$ cat src/hw/rtl/sida_pkg.sv
// Shared types, character constants and microcode table for the decimal text converter.
`timescale 1ns / 1ps
`default_nettype none

package sida_pkg;

  localparam int unsigned MAG_W   = 32;
  localparam int unsigned NDIG    = 10;
  localparam int unsigned BCD_W   = 4 * NDIG;
  localparam int unsigned ITER_W  = 5;

  localparam logic [7:0] CHAR_ZERO  = 8'h30;
  localparam logic [7:0] CHAR_NINE  = 8'h39;
  localparam logic [7:0] CHAR_MINUS = 8'h2D;
  localparam logic [3:0] MAX_DIGITS = 4'd10;
  localparam logic [3:0] BCD_LIMIT  = 4'd5;
  localparam logic [3:0] BCD_ADJUST = 4'd3;
  localparam logic [ITER_W-1:0] LAST_ITER = ITER_W'(MAG_W - 1);

  // Microprogram step addresses
  typedef enum logic [2:0] {
    ST_IDLE   = 3'd0,
    ST_DABBLE = 3'd1,
    ST_WIDTH  = 3'd2,
    ST_SIGN   = 3'd3,
    ST_DIGIT  = 3'd4
  } step_t;

  // Jump conditions: the sequencer goes to the target when the condition holds, else stays
  typedef enum logic [2:0] {
    COND_ALWAYS = 3'd0,
    COND_IN     = 3'd1,
    COND_ITER   = 3'd2,
    COND_SIGN   = 3'd3,
    COND_DIGIT  = 3'd4
  } cond_t;

  // One control word per step
  typedef struct packed {
    logic  ld;    // take a word from the input
    logic  dab;   // one shift-add-3 step
    logic  fmt;   // work out the digit count to send
    logic  sgn;   // send the minus sign if negative
    logic  dig;   // send one digit
    cond_t cond;
    step_t tgt;
  } ctrl_t;

  // Read-only microprogram
  function automatic ctrl_t ucode(step_t pc);
    ctrl_t cw;
    cw = '{ld: 1'b0, dab: 1'b0, fmt: 1'b0, sgn: 1'b0, dig: 1'b0,
           cond: COND_ALWAYS, tgt: ST_IDLE};
    unique case (pc)
      ST_IDLE: begin
        cw.ld   = 1'b1;
        cw.cond = COND_IN;
        cw.tgt  = ST_DABBLE;
      end
      ST_DABBLE: begin
        cw.dab  = 1'b1;
        cw.cond = COND_ITER;
        cw.tgt  = ST_WIDTH;
      end
      ST_WIDTH: begin
        cw.fmt  = 1'b1;
        cw.cond = COND_ALWAYS;
        cw.tgt  = ST_SIGN;
      end
      ST_SIGN: begin
        cw.sgn  = 1'b1;
        cw.cond = COND_SIGN;
        cw.tgt  = ST_DIGIT;
      end
      ST_DIGIT: begin
        cw.dig  = 1'b1;
        cw.cond = COND_DIGIT;
        cw.tgt  = ST_IDLE;
      end
      default: begin
        cw.cond = COND_ALWAYS;
        cw.tgt  = ST_IDLE;
      end
    endcase
    return cw;
  endfunction

endpackage

`default_nettype wire

$ cat src/hw/rtl/signed_int_to_decimal_ascii.sv
// Top level: microcoded signed binary to decimal ASCII text converter.
`timescale 1ns / 1ps
`default_nettype none

// Converts a signed 32-bit value to decimal ASCII, one character per output word,
// with out_last on the final character. A negative value starts with '-'. With
// in_digit_count 0 the natural width is sent ("0" for zero); 1..10 sends exactly
// that many low digits with leading zeros, and larger counts act as 10. A value
// passes through these steps in order: taking the word, 32 shift-add-3 steps,
// sizing the text and one sign slot, spent whether or not a minus is sent; then
// the output register takes one digit per cycle while the output does not stall.
// A new value is taken only once the previous one's last character sits in the
// output register.
module signed_int_to_decimal_ascii
  import sida_pkg::*;
(
  input  wire logic               clk,
  input  wire logic               rst_n,
  input  wire logic               in_valid,
  output      logic               in_stall,
  input  wire logic signed [31:0] in_value,
  input  wire logic        [3:0]  in_digit_count,
  output      logic               out_valid,
  input  wire logic               out_stall,
  output      logic        [7:0]  out_text_char,
  output      logic               out_last
);

  // Sequencer and datapath registers
  step_t             pc_r, pc_nxt;
  logic [MAG_W-1:0]  mag_r, mag_nxt;
  logic [BCD_W-1:0]  bcd_r, bcd_nxt;
  logic [ITER_W-1:0] iter_r, iter_nxt;
  logic              neg_r, neg_nxt;
  logic [3:0]        cnt_r, cnt_nxt;
  logic [3:0]        idx_r, idx_nxt;
  logic              out_valid_r, out_valid_nxt;
  logic [7:0]        out_char_r, out_char_nxt;
  logic              out_last_r, out_last_nxt;

  ctrl_t             cw;
  logic              out_free;
  logic              in_take;
  logic              go;
  logic              emit_sign;
  logic              emit_dig;
  logic [BCD_W-1:0]  bcd_adj;
  logic [3:0]        natural;
  logic [3:0]        emit_cnt;
  logic [3:0]        cur_dig;

  assign cw       = ucode(pc_r);
  assign out_free = !out_valid_r || !out_stall;
  assign in_take  = cw.ld && in_valid;
  assign in_stall = !cw.ld;

  // Add 3 to every BCD digit of 5 or more before the shift
  always_comb begin
    for (int k = 0; k < NDIG; k++) begin
      if (bcd_r[4*k +: 4] >= BCD_LIMIT) begin
        bcd_adj[4*k +: 4] = bcd_r[4*k +: 4] + BCD_ADJUST;
      end else begin
        bcd_adj[4*k +: 4] = bcd_r[4*k +: 4];
      end
    end
  end

  // Natural width: position of the highest nonzero digit, at least one
  always_comb begin
    natural = 4'd1;
    for (int k = 0; k < NDIG; k++) begin
      if (bcd_r[4*k +: 4] != 4'd0) begin
        natural = 4'(k + 1);
      end
    end
  end

  assign emit_cnt = (cnt_r == 4'd0) ? natural : cnt_r;
  assign cur_dig  = bcd_r[4*idx_r +: 4];

  // Next step: jump to the target when the condition holds
  always_comb begin
    unique case (cw.cond)
      COND_ALWAYS: go = 1'b1;
      COND_IN:     go = in_valid;
      COND_ITER:   go = (iter_r == LAST_ITER);
      COND_SIGN:   go = !neg_r || out_free;
      COND_DIGIT:  go = out_free && (idx_r == 4'd0);
      default:     go = 1'b1;
    endcase
    pc_nxt = go ? cw.tgt : pc_r;
  end

  // Datapath actions driven by the control word
  always_comb begin
    emit_sign     = cw.sgn && neg_r && out_free;
    emit_dig      = cw.dig && out_free;
    mag_nxt       = mag_r;
    bcd_nxt       = bcd_r;
    iter_nxt      = iter_r;
    neg_nxt       = neg_r;
    cnt_nxt       = cnt_r;
    idx_nxt       = idx_r;
    out_valid_nxt = out_valid_r && out_stall;
    out_char_nxt  = out_char_r;
    out_last_nxt  = out_last_r;

    if (in_take) begin
      neg_nxt  = in_value[MAG_W-1];
      mag_nxt  = in_value[MAG_W-1] ? (MAG_W'(0) - in_value) : in_value;
      bcd_nxt  = '0;
      iter_nxt = '0;
      cnt_nxt  = (in_digit_count > MAX_DIGITS) ? MAX_DIGITS : in_digit_count;
    end

    if (cw.dab) begin
      bcd_nxt  = {bcd_adj[BCD_W-2:0], mag_r[MAG_W-1]};
      mag_nxt  = {mag_r[MAG_W-2:0], 1'b0};
      iter_nxt = iter_r + ITER_W'(1);
    end

    if (cw.fmt) begin
      idx_nxt = emit_cnt - 4'd1;
    end

    if (emit_sign) begin
      out_valid_nxt = 1'b1;
      out_char_nxt  = CHAR_MINUS;
      out_last_nxt  = 1'b0;
    end

    if (emit_dig) begin
      out_valid_nxt = 1'b1;
      out_char_nxt  = CHAR_ZERO + {4'd0, cur_dig};
      out_last_nxt  = (idx_r == 4'd0);
      if (idx_r != 4'd0) begin
        idx_nxt = idx_r - 4'd1;
      end
    end
  end

  // Control registers
  always_ff @(posedge clk) begin
    if (!rst_n) begin
      pc_r        <= ST_IDLE;
      out_valid_r <= 1'b0;
    end else begin
      pc_r        <= pc_nxt;
      out_valid_r <= out_valid_nxt;
    end
  end

  // Payload registers
  always_ff @(posedge clk) begin
    mag_r      <= mag_nxt;
    bcd_r      <= bcd_nxt;
    iter_r     <= iter_nxt;
    neg_r      <= neg_nxt;
    cnt_r      <= cnt_nxt;
    idx_r      <= idx_nxt;
    out_char_r <= out_char_nxt;
    out_last_r <= out_last_nxt;
  end

  assign out_valid     = out_valid_r;
  assign out_text_char = out_char_r;
  assign out_last      = out_last_r;

  // A taken word always starts the conversion loop
  a_take_starts: assert property (@(posedge clk) disable iff (!rst_n)
    (in_valid && !in_stall) |=> (pc_r == ST_DABBLE))
    else $error("accepted word did not start conversion");

  // The iteration counter wraps exactly after 32 shift steps
  a_iter_wrap: assert property (@(posedge clk) disable iff (!rst_n)
    (pc_r == ST_WIDTH) |-> (iter_r == '0))
    else $error("conversion loop ran a wrong number of steps");

  // Digit index stays within the ten BCD digits
  a_idx_range: assert property (@(posedge clk) disable iff (!rst_n)
    (pc_r == ST_DIGIT) |-> (idx_r < MAX_DIGITS))
    else $error("digit index out of range");

  // Sent characters are a minus or a decimal digit
  a_char_set: assert property (@(posedge clk) disable iff (!rst_n)
    out_valid_r |-> ((out_char_r == CHAR_MINUS) ||
                     ((out_char_r >= CHAR_ZERO) && (out_char_r <= CHAR_NINE))))
    else $error("character outside decimal set");

  // A minus sign is never the final character
  a_sign_not_last: assert property (@(posedge clk) disable iff (!rst_n)
    (out_valid_r && (out_char_r == CHAR_MINUS)) |-> !out_last_r)
    else $error("minus sign marked last");

endmodule

`default_nettype wire

$ cat config.mk
export PLATFORM = sky130hd
export DESIGN_NAME = signed_int_to_decimal_ascii
export DESIGN_NICKNAME = d
export VERILOG_FILES = /design/src/hw/rtl/sida_pkg.sv /design/src/hw/rtl/signed_int_to_decimal_ascii.sv
export SDC_FILE = /design/constraint.sdc
export NUM_CORES = 1
export LEC_CHECK = 0
export ABC_AREA = 1
export BUFFER_PORTS_ARGS = -buffer_cell sky130_fd_sc_hd__clkbuf_2
export CORE_AREA = 2 2 105 107
export DETAILED_ROUTE_END_ITERATION = 7
export DIE_AREA = 0 0 107 109
export PLACE_DENSITY = 0.78
export SLEW_MARGIN = 20
export SYNTH_ARGS = -nofsm -noshare
export SYNTH_HDL_FRONTEND = slang
export SYNTH_SLANG_ARGS = --single-unit
$ cat constraint.sdc
create_clock -name clk -period 3.6 [get_ports clk]
set_clock_uncertainty 0.05 [all_clocks]
set_input_delay 0.36 -clock clk [delete_from_list [all_inputs] [get_ports clk]]
set_output_delay 0.36 -clock clk [all_outputs]
set_load 0.1 [all_outputs]
; ---- Yosys cells after proc, flatten, opt, wreduce, memory -nomap -nowiden
; Index checks and enable logic that the tools add are counted.
[op_classes]
add_sub_neg = 15
order_cmp = 11
n_eq_ne = 9
shift = 1
n_mux = 43
reduce_logical = 27
[ops]
columns = operator, n
row1 = $mux 32, 3
row2 = $mux 4, 21
row3 = $mux 40, 2
row4 = $ge 4x3->1 const B, 10
row5 = $reduce_bool 4->1, 10
row6 = $shiftx 40x7->4, 1
row7 = $add 4x2->4 const B, 9
row8 = $sub 1x32->32 const A, 1
row9 = $pmux 6 s5, 1
row10 = $mux 8, 2
row11 = $eq 3x2->1 const B, 4
row12 = $mux 5, 2
row13 = $mux 1, 9
row14 = $logic_not 4->1, 2
row15 = $sub 4x1->4 const B, 2
row16 = $add 6x4->7 const A, 1
row17 = $eq 3x1->1 const B, 2
row18 = $eq 3x3->1 const B, 2
row19 = $logic_and 1x1->1, 6
row20 = $add 5x1->5 const B, 1
row21 = $eq 5x5->1 const B, 1
row22 = $gt 4x4->1 const B, 1
row23 = $logic_not 1->1, 4
row24 = $pmux 1 s4, 1
row25 = other kinds (6), 8
[word_totals]
ff_bits = 99
in_bits = 40
output_inout_bits = 11
wordCells = 117

; ---- Longest topological paths before layout
; Gate-level depths: netlist of run 1.
[depth]
ltp_word = 15
ltp_mapped = 17
ltp_nobuf = 17

; ---- Worst setup path before layout of run 1
; OpenSTA, ideal clock, no wires.
[synth_path]
kind = register to register
start = register pc_r[0]
end = register bcd_r[0] (enable)
arrival_time_ps = 2322
required_ps = 2782
path_slack_ps = 460
stages_incl_launch_ff = 6
path_buffers = 2
path_cell_list = dfxtp_1 > nor2_1 > nand3_1 > clkbuf_1 > clkbuf_1 > nand2_1
[synth_between]
elab_chain_cells = 4
elab_cells_between_ends = 6
[synth_lines]
columns = item, line_no
row1 = start: declaration, signed_int_to_decimal_ascii.sv:30  ; step_t pc_r, pc_nxt;
row2 = start signal: assignment, signed_int_to_decimal_ascii.sv:148  ; pc_r <= pc_nxt;
row3 = $logic_not 3->1, sida_pkg.sv:54  ; unique case (pc)
row4 = $mux 1, sida_pkg.sv:54
row5 = $logic_and 1x1->1, signed_int_to_decimal_ascii.sv:54  ; assign in_take = cw.ld && in_valid;
row6 = $reduce_bool 2->1 (no source line) *, --
row7 = end signal: assignment, signed_int_to_decimal_ascii.sv:156  ; bcd_r <= bcd_nxt;
row8 = end: declaration, signed_int_to_decimal_ascii.sv:32  ; logic [BCD_W-1:0] bcd_r, bcd_nxt;
; Mark *: on every way between the ends. The rest lies on a longest branch, timed or not.
; A chain may end at the register's enable or synchronous reset.

; ---- Final worst setup path of run 1
[layout_path]
start = register idx_r[0]
end = register pc_r[1]
[layout_between]
elab_chain_cells = 3
[layout_lines]
columns = item, line_no
row1 = start: declaration, signed_int_to_decimal_ascii.sv:36  ; logic [3:0] idx_r, idx_nxt;
row2 = start signal: assignment, signed_int_to_decimal_ascii.sv:160  ; idx_r <= idx_nxt;
row3 = $logic_not 4->1, signed_int_to_decimal_ascii.sv:88  ; COND_DIGIT: go = out_free && (idx_r == 4'd0);
row4 = $logic_and 1x1->1, signed_int_to_decimal_ascii.sv:88
row5 = $pmux 1 s4, signed_int_to_decimal_ascii.sv:83  ; unique case (cw.cond)
; Every way passes these cells.

==> impl_metrics.py, run 1 <==
metrics = {
    "run_status": {
        "status": "completed",
    },
    "setup_path": {
        "cp_slowest_cell": "dfxtp_1",
        "crit_end": "pc_r[1]$_SDFFE_PN0P_",
        "crit_fanout": 24,
        "reg2reg_from": "idx_r[0]$_DFF_P_",
        "cp.arrival_ns": 2.79,
        "slowest_delay_ns": 0.78,
        "rrSetupSlack_ns": 1.03,
        "critPathLaunch": "idx_r[0]$_DFF_P_",
        "start_kind": "flip-flop",
        "cp.required_ns": 3.82,
        "rr_worst_depth": 11,
        "end_kind": "flip-flop",
        "crit_type": "reg -> reg",
        "path_cells": "inv_1, ha_1, inv_1, nor2_1, inv_1, nor2_1, nand2_1, nand4_1, and2_1, o21ai_0, nor2_1",
        "rr_endpoint": "pc_r[1]$_SDFFE_PN0P_",
    },
    "drt": {
        "viasPerCell": 5.49,
        "dr_total_vias": 5159,
        "drc_errors": 0,
        "ant_nets": 0,
        "wl_um": 12800,
        "dr.pass1.iters": 5,
        "first_iter_violations": 281,
        "wire_per_inst_um": 13.6,
    },
    "synth": {
        "yosysUniqueCellTypes": 44,
        "synth_top_family_by_area": "simple AND/OR/NAND/NOR gates",
        "synth_seq_cells": 96,
        "synth_compound_area_share_pct": 16.6,
        "ys_seq_area_share_pct": 45.7,
        "synth-xor-area-share_pct": 2.15,
        "synthMuxAreaShare_pct": 0,
        "yosys.area_share.adder_pct": 5.53,
        "synth-async-reset-ratio_pct": 0,
        "syn-instance-count": 758,
        "synth_area_mm2": 0.00611,
        "synth_edf_count": 87,
        "ys_warn_count": 0,
        "postSynthAreaPerCell_um2": 8.06,
        "ys.flop_type": "edfxtp_1",
        "yosys.area_share.simple_pct": 21.0,
    },
    "die": {
        "num_io_pins": 51,
        "die_y_um": 109,
        "core-area_mm2": 0.0106,
        "initial_core_util_pct": 57.6,
        "die-area_mm2": 0.0117,
        "fp.dieW_um": 107,
        "std_cell_rows": 38,
    },
    "sta": {
        "hold_viol_final": 0,
        "fmax_mhz": 389,
        "tightest_slew_ns": 0.890,
        "setup_tns_ns": 0,
        "post-route-period-util_pct": 71.4,
        "finalSetupViolCount": 0,
        "rsz0062_at_grt": "false",
        "slew_violations": 0,
        "slew-limit-headroom_pct": 40.0,
        "fin_crit_ns": 2.57,
        "worst_slack_ns": 1.03,
    },
    "hold_path": {
        "hp-class": "in -> reg",
        "holdPathStages": 1,
    },
    "final_layout": {
        "num-fill-cells": 906,
        "diodes": 0,
        "syn_to_final_growth_pct": 8.56,
        "nets": 863,
        "drive_gt1_share_pct": 10.4,
    },
    "flow_run": {
        "maxCapViolCount": 0,
    },
    "cts": {
        "hold_buffers": 0,
        "root_buffer": "clkbuf_8",
        "h-tree-depth": 3,
        "clk_path_buf_depth": 2,
        "cts_resized": 0,
        "clkSinkCount": 96,
        "clkSlewWorstSetupHoldPaths_ns": 0.09,
        "post_cts_buffers": 0,
        "cts_tree": "yes",
        "clk_latency_ns": 0.36,
        "cts-buffers-inserted": 9,
    },
    "grt": {
        "grt_max_degree": 60,
        "grtUsageTotal_pct": 22.7,
        "grt_pass1_vias": 4874,
        "grt-ovfl-total": 0,
        "grt_pass1_wl_um": 21100,
        "antenna_found_initial": 0,
    },
    "power": {
        "p_sw_mw": 1.84,
        "powerDensity_mw_per_mm2": 670,
        "clkPwrFrac_pct": 15.2,
        "cellInternalPower_mw": 2.61,
        "netSwitchingFraction_pct": 41.3,
        "peakVddDrop_uv": 323,
        "power_frac_comb_pct": 39.2,
        "leakage_nw": 2.90,
        "seq_power_share_pct": 45.6,
        "finalPower_mw": 4.44,
    },
    "place": {
        "place_congestion": 0.951,
        "place_hpwl_um": 9490,
        "place_ws_ns": 1.12,
        "port_buffers": 47,
    },
}
## flip-flops by register name, indices dropped and copies added, names as in the netlist
name	flops
mag_r	32
pc_r	3
bcd_r	40
out_last	1
cnt_r	4
iter_r	5
out_text_char	5
idx_r	4
neg_r	1
out_valid	1
## cell type report
class	instances	area, um2	share of cell area [%]
Sequential cell	96	2790	42.1
Multi-Input combinational cell	525	2790	42.0
Inverter	114	428	6.45
Timing Repair Buffer	50	270	4.08
Tap cell	140	175	2.64
Clock buffer	11	131	1.98
Clock inverter	4	46.3	0.698
## cell families (layout without fill, tap and decap cells)
logic type,Yosys count,after routing
compound gates,184,184
other cells,2,3
simple gates,296,296
buf+inv,138,179
xor+xnor,15,15
flops,96,96
fa+ha+maj,27,27
## power by group through the flow
stage | Sequential, mW | Combinational [mW] | Clock (mW)
final | 2.03 | 1.74 | 0.675
after detailed placement | 2.04 | 1.73 | 0
after global routing | 2.08 | 1.98 | 0.728
after CTS | 2.02 | 1.74 | 0.688
after floorplan | 1.95 | 1.35 | 0
after global placement | 2.03 | 1.63 | 0
## layout by cell type, fill, tap and decap left out, types with 4 or more instances in the layout
| cell type | instances |
|---|---|
| nand3_1 | 39 |
| clkbuf_8 | 9 |
| inv_2 | 7 |
| nand2_1 | 143 |
| xor2_1 | 13 |
| inv_1 | 106 |
| a21oi_1 | 57 |
| nor3_1 | 11 |
| ha_1 | 27 |
| o211ai_1 | 5 |
| nand3_2 | 4 |
| edfxtp_1 | 87 |
| o21ai_0 | 86 |
| a211oi_1 | 8 |
| o21ai_1 | 7 |
| nor2_1 | 80 |
| dfxtp_1 | 9 |
| clkbuf_2 | 47 |
| o21a_1 | 4 |
## cells in the mapped netlist (3+ instances only)
cell type | number | area [um2]
a211oi_1 | 8 | 60.1
a21oi_1 | 57 | 285
a31oi_1 | 3 | 18.8
buf_2 | 4 | 20.0
buf_4 | 3 | 22.5
clkbuf_1 | 16 | 60.1
dfxtp_1 | 9 | 180
edfxtp_1 | 87 | 2610
ha_1 | 27 | 338
inv_1 | 106 | 398
inv_2 | 7 | 26.3
nand2_1 | 144 | 541
nand3_1 | 39 | 195
nand3_2 | 4 | 40.0
nand4_1 | 3 | 18.8
nor2_1 | 81 | 304
nor3_1 | 11 | 55.1
o211ai_1 | 5 | 37.5
o21a_1 | 4 | 30.0
o21ai_0 | 86 | 430
o21ai_1 | 7 | 35.0
o22ai_1 | 3 | 18.8
xor2_1 | 13 | 114
## metrics by stage
stage	instances	hold WS [ns]	area [um2]	util, %
CTS	940	0.150	6630	62.5
global placement	925	0.395	6450	60.9
detailed placement	925	0.401	6450	60.9
floorplan	759	0.380	6110	-
global route	940	0.156	6630	62.5
finish	940	0.174	6630	62.5
## how the worst min path moves through the flow
stage,start,endpoint
finish,in_digit_count[3],cnt_r[3]$_SDFFCE_PN1P_
global route,in_digit_count[3],cnt_r[3]$_SDFFCE_PN1P_
CTS,in_digit_count[3],cnt_r[3]$_SDFFCE_PN1P_
detailed placement,mag_r[0]$_SDFFE_PP0P_,mag_r[0]$_SDFFE_PP0P_
global placement,mag_r[0]$_SDFFE_PP0P_,mag_r[0]$_SDFFE_PP0P_
floorplan,mag_r[0]$_SDFFE_PP0P_,mag_r[0]$_SDFFE_PP0P_
## worst max-delay path: cells and delay by family, from the launching register on
| family | cells | cell delay, ns |
|---|---|---|
| AOI/OAI and AO/OA | 1 | 0.14 |
| adders and majority gates | 1 | 0.37 |
| buffers and inverters | 3 | 0.61 |
| DFF | 1 | 0.78 |
| and+or+nand+nor | 6 | 0.52 |
## metal layers
| metal | track usage, % | routed length, um | vias up |
|---|---|---|---|
| met5 | 0 | 0 | - |
| met4 | 8.63 | 123 | 0 |
| met3 | 4.00 | 623 | 13 |
| met2 | 40.2 | 6350 | 143 |
| met1 | 27.7 | 5700 | 2392 |
| li1 | - | - | 2611 |
(Power assumes the default switching activity.)
==> run 2, diff against run 1 <==
CORE_AREA = 2 2 109 111   (was 2 2 105 107)
DIE_AREA = 0 0 111 113   (was 0 0 107 109)
PLACE_DENSITY = 0.76   (was 0.78)
clock period = 2.1 ns   (was 3.6 ns; I/O delays follow)
==> run 2 against run 1 <==
  * Power is 92% higher
  * Via count is 2.8% higher
  * First-iteration DRC count is 49% higher
  * Worst setup slack worse by 1.0 ns
  * Sequential power is 67% higher
  * Highest routed layer unchanged
==> impl_metrics.py, run 2 (synthesis results as in run 1) <==
metrics = {
    "final_layout": {
        "diodes": 0,
        "syn_to_final_growth_pct": 15.1,
        "final_common_cell": "nand2_1",
        "fin_util_pct": 62.3,
        "reg.largest.list": "bcd_r: 40 flops, mag_r: 32 flops",
        "largest-register": "bcd_r",
        "final_cell_mix": "140 x nand2_1, 100 x inv_1, 87 x edfxtp_1, 82 x o21ai_0, 77 x nor2_1",
        "nets": 886,
        "drive_gt1_share_pct": 15.8,
        "largest_register_ffs": 40,
    },
    "power": {
        "peakVddDrop_uv": 553,
        "powerDensity_mw_per_mm2": 1220,
        "clkPwrFrac_pct": 19.6,
        "p_sw_mw": 3.41,
        "netSwitchingFraction_pct": 39.9,
        "seq_power_share_pct": 39.8,
        "cellInternalPower_mw": 5.13,
        "leakage_nw": 3.07,
        "finalPower_mw": 8.54,
        "power_frac_comb_pct": 40.6,
    },
    "hold_path": {
        "whs_endpoint": "neg_r$_DFFE_PP_",
        "hold_path.startpoint": "in_value[31]",
        "holdPathStages": 1,
        "hp-class": "in -> reg",
    },
    "cts": {
        "clk_latency_ns": 0.33,
        "cts-buffers-inserted": 9,
        "cts_tree": "yes",
        "clkSinkCount": 96,
        "root_buffer": "clkbuf_16",
        "clk_path_buf_depth": 2,
        "h-tree-depth": 3,
        "clkSlewWorstSetupHoldPaths_ns": 0.07,
        "hold_buffers": 0,
    },
    "setup_path": {
        "cp.arrival_ns": 2.16,
        "reg2reg_from": "bcd_r[16]$_SDFFCE_PN0P_",
        "rrSetupSlack_ns": 0.03,
        "path_cells": "buf_4, ha_1, a211oi_1, o21ai_0, a21oi_1",
        "rr_worst_depth": 5,
        "end_kind": "flip-flop",
        "start_kind": "flip-flop",
        "crit_fanout": 5,
        "slowest_delay_ns": 0.58,
        "cp_slowest_cell": "a211oi_1",
        "rr_endpoint": "bcd_r[17]$_SDFFCE_PN0P_",
        "cp.required_ns": 2.20,
        "crit_type": "reg -> reg",
    },
    "grt": {
        "grt_pass1_vias": 5131,
        "antenna_found_initial": 0,
        "grt_max_degree": 31,
        "grt-ovfl-total": 0,
        "grt_pass1_wl_um": 23200,
        "grtUsageTotal_pct": 22.3,
    },
    "sta": {
        "fmax_mhz": 483,
        "slew-limit-headroom_pct": 56.4,
        "fin_crit_ns": 2.07,
        "hold_viol_final": 0,
        "worst_slack_ns": 0.0317,
        "setup_tns_ns": 0,
        "rsz0062_at_grt": "true",
        "tightest_slew_ns": 0.649,
        "post-route-period-util_pct": 98.5,
        "slew_violations": 0,
        "finalSetupViolCount": 0,
        "hold_slack_ns": 0.0662,
    },
    "die": {
        "die-area_mm2": 0.0125,
        "core-area_mm2": 0.0113,
        "std_cell_rows": 39,
        "num_io_pins": 51,
        "fp.dieW_um": 111,
        "initial_core_util_pct": 54.2,
        "die_y_um": 113,
    },
    "place": {
        "place_congestion": 0.931,
        "place_hpwl_um": 10100,
        "place_ws_ns": -0.0509,
        "port_buffers": 47,
    },
    "run_status": {
        "status": "completed",
    },
    "drt": {
        "wire_per_inst_um": 14.2,
        "wl_um": 13700,
        "first_iter_violations": 419,
        "drc_errors": 0,
        "ant_nets": 0,
        "dr.pass1.iters": 5,
        "viasPerCell": 5.49,
        "dr_total_vias": 5305,
    },
    "flow_run": {
        "maxCapViolCount": 0,
    },
}
==> run 2: through the flow <==
step,instance area (um2),std cells
after floorplan,6120,759
after global placement,6610,946
after detailed placement,6610,946
after CTS,6940,964
after global routing,7030,967
final,7030,967
==> run 2: layout make-up <==
type / count / area (um2)
Clock buffer: 10 / 239
Clock inverter: 6 / 66.3
Tap cell: 143 / 179
Sequential cell: 96 / 2790
Inverter: 114 / 428
Fill cell: 979 / 4250
Timing Repair Buffer: 73 / 455
Multi-Input combinational cell: 525 / 2870
==> run 2: what timing repair did <==
item | in CTS | in global routing
pin swaps | 0 | 7
setup buffers | 2 | 3
resized for setup | 5 | 23
setup endpoints to repair | 2 | 8
==> run 2: worst max path at each step <==
stage | start | to | depth (start not counted)
after floorplan | pc_r[2]$_SDFFE_PN0P_ | bcd_r[0]$_SDFFCE_PN0P_ | 6
after global placement | bcd_r[8]$_SDFFCE_PN0P_ | idx_r[1]$_DFF_P_ | 16
after detailed placement | bcd_r[8]$_SDFFCE_PN0P_ | idx_r[1]$_DFF_P_ | 16
after CTS | bcd_r[17]$_SDFFCE_PN0P_ | idx_r[2]$_DFF_P_ | 15
after global routing | bcd_r[9]$_SDFFCE_PN0P_ | idx_r[1]$_DFF_P_ | 16
final | bcd_r[16]$_SDFFCE_PN0P_ | bcd_r[17]$_SDFFCE_PN0P_ | 5
==> run 2: worst max-delay path: cells and delay by family, from the launching register on <==
family	cells	cell delay, ns
flip-flops	1	0.42
buffers and inverters	1	0.17
AO/OA/AOI/OAI	3	1.06
adder cells (fa/ha/maj)	1	0.19
==> run 2: power by group through the flow <==
stage / combinational (mW) / clock, mW / sequential, mW
final: 3.47 / 1.68 / 3.39
after global routing: 3.92 / 1.77 / 3.48
after CTS: 3.34 / 1.70 / 3.37
after detailed placement: 3.27 / 0 / 3.41
after global placement: 3.12 / 0 / 3.36
after floorplan: 2.32 / 0 / 3.32
==> run 2: layer usage <==
layer,GRT usage (%),up-vias,routed length [um]
met4,8.17,0,265
met1,27.6,2435,5820
met3,3.05,28,671
met2,40.0,175,6970
li1,-,2667,-
met5,0,-,0
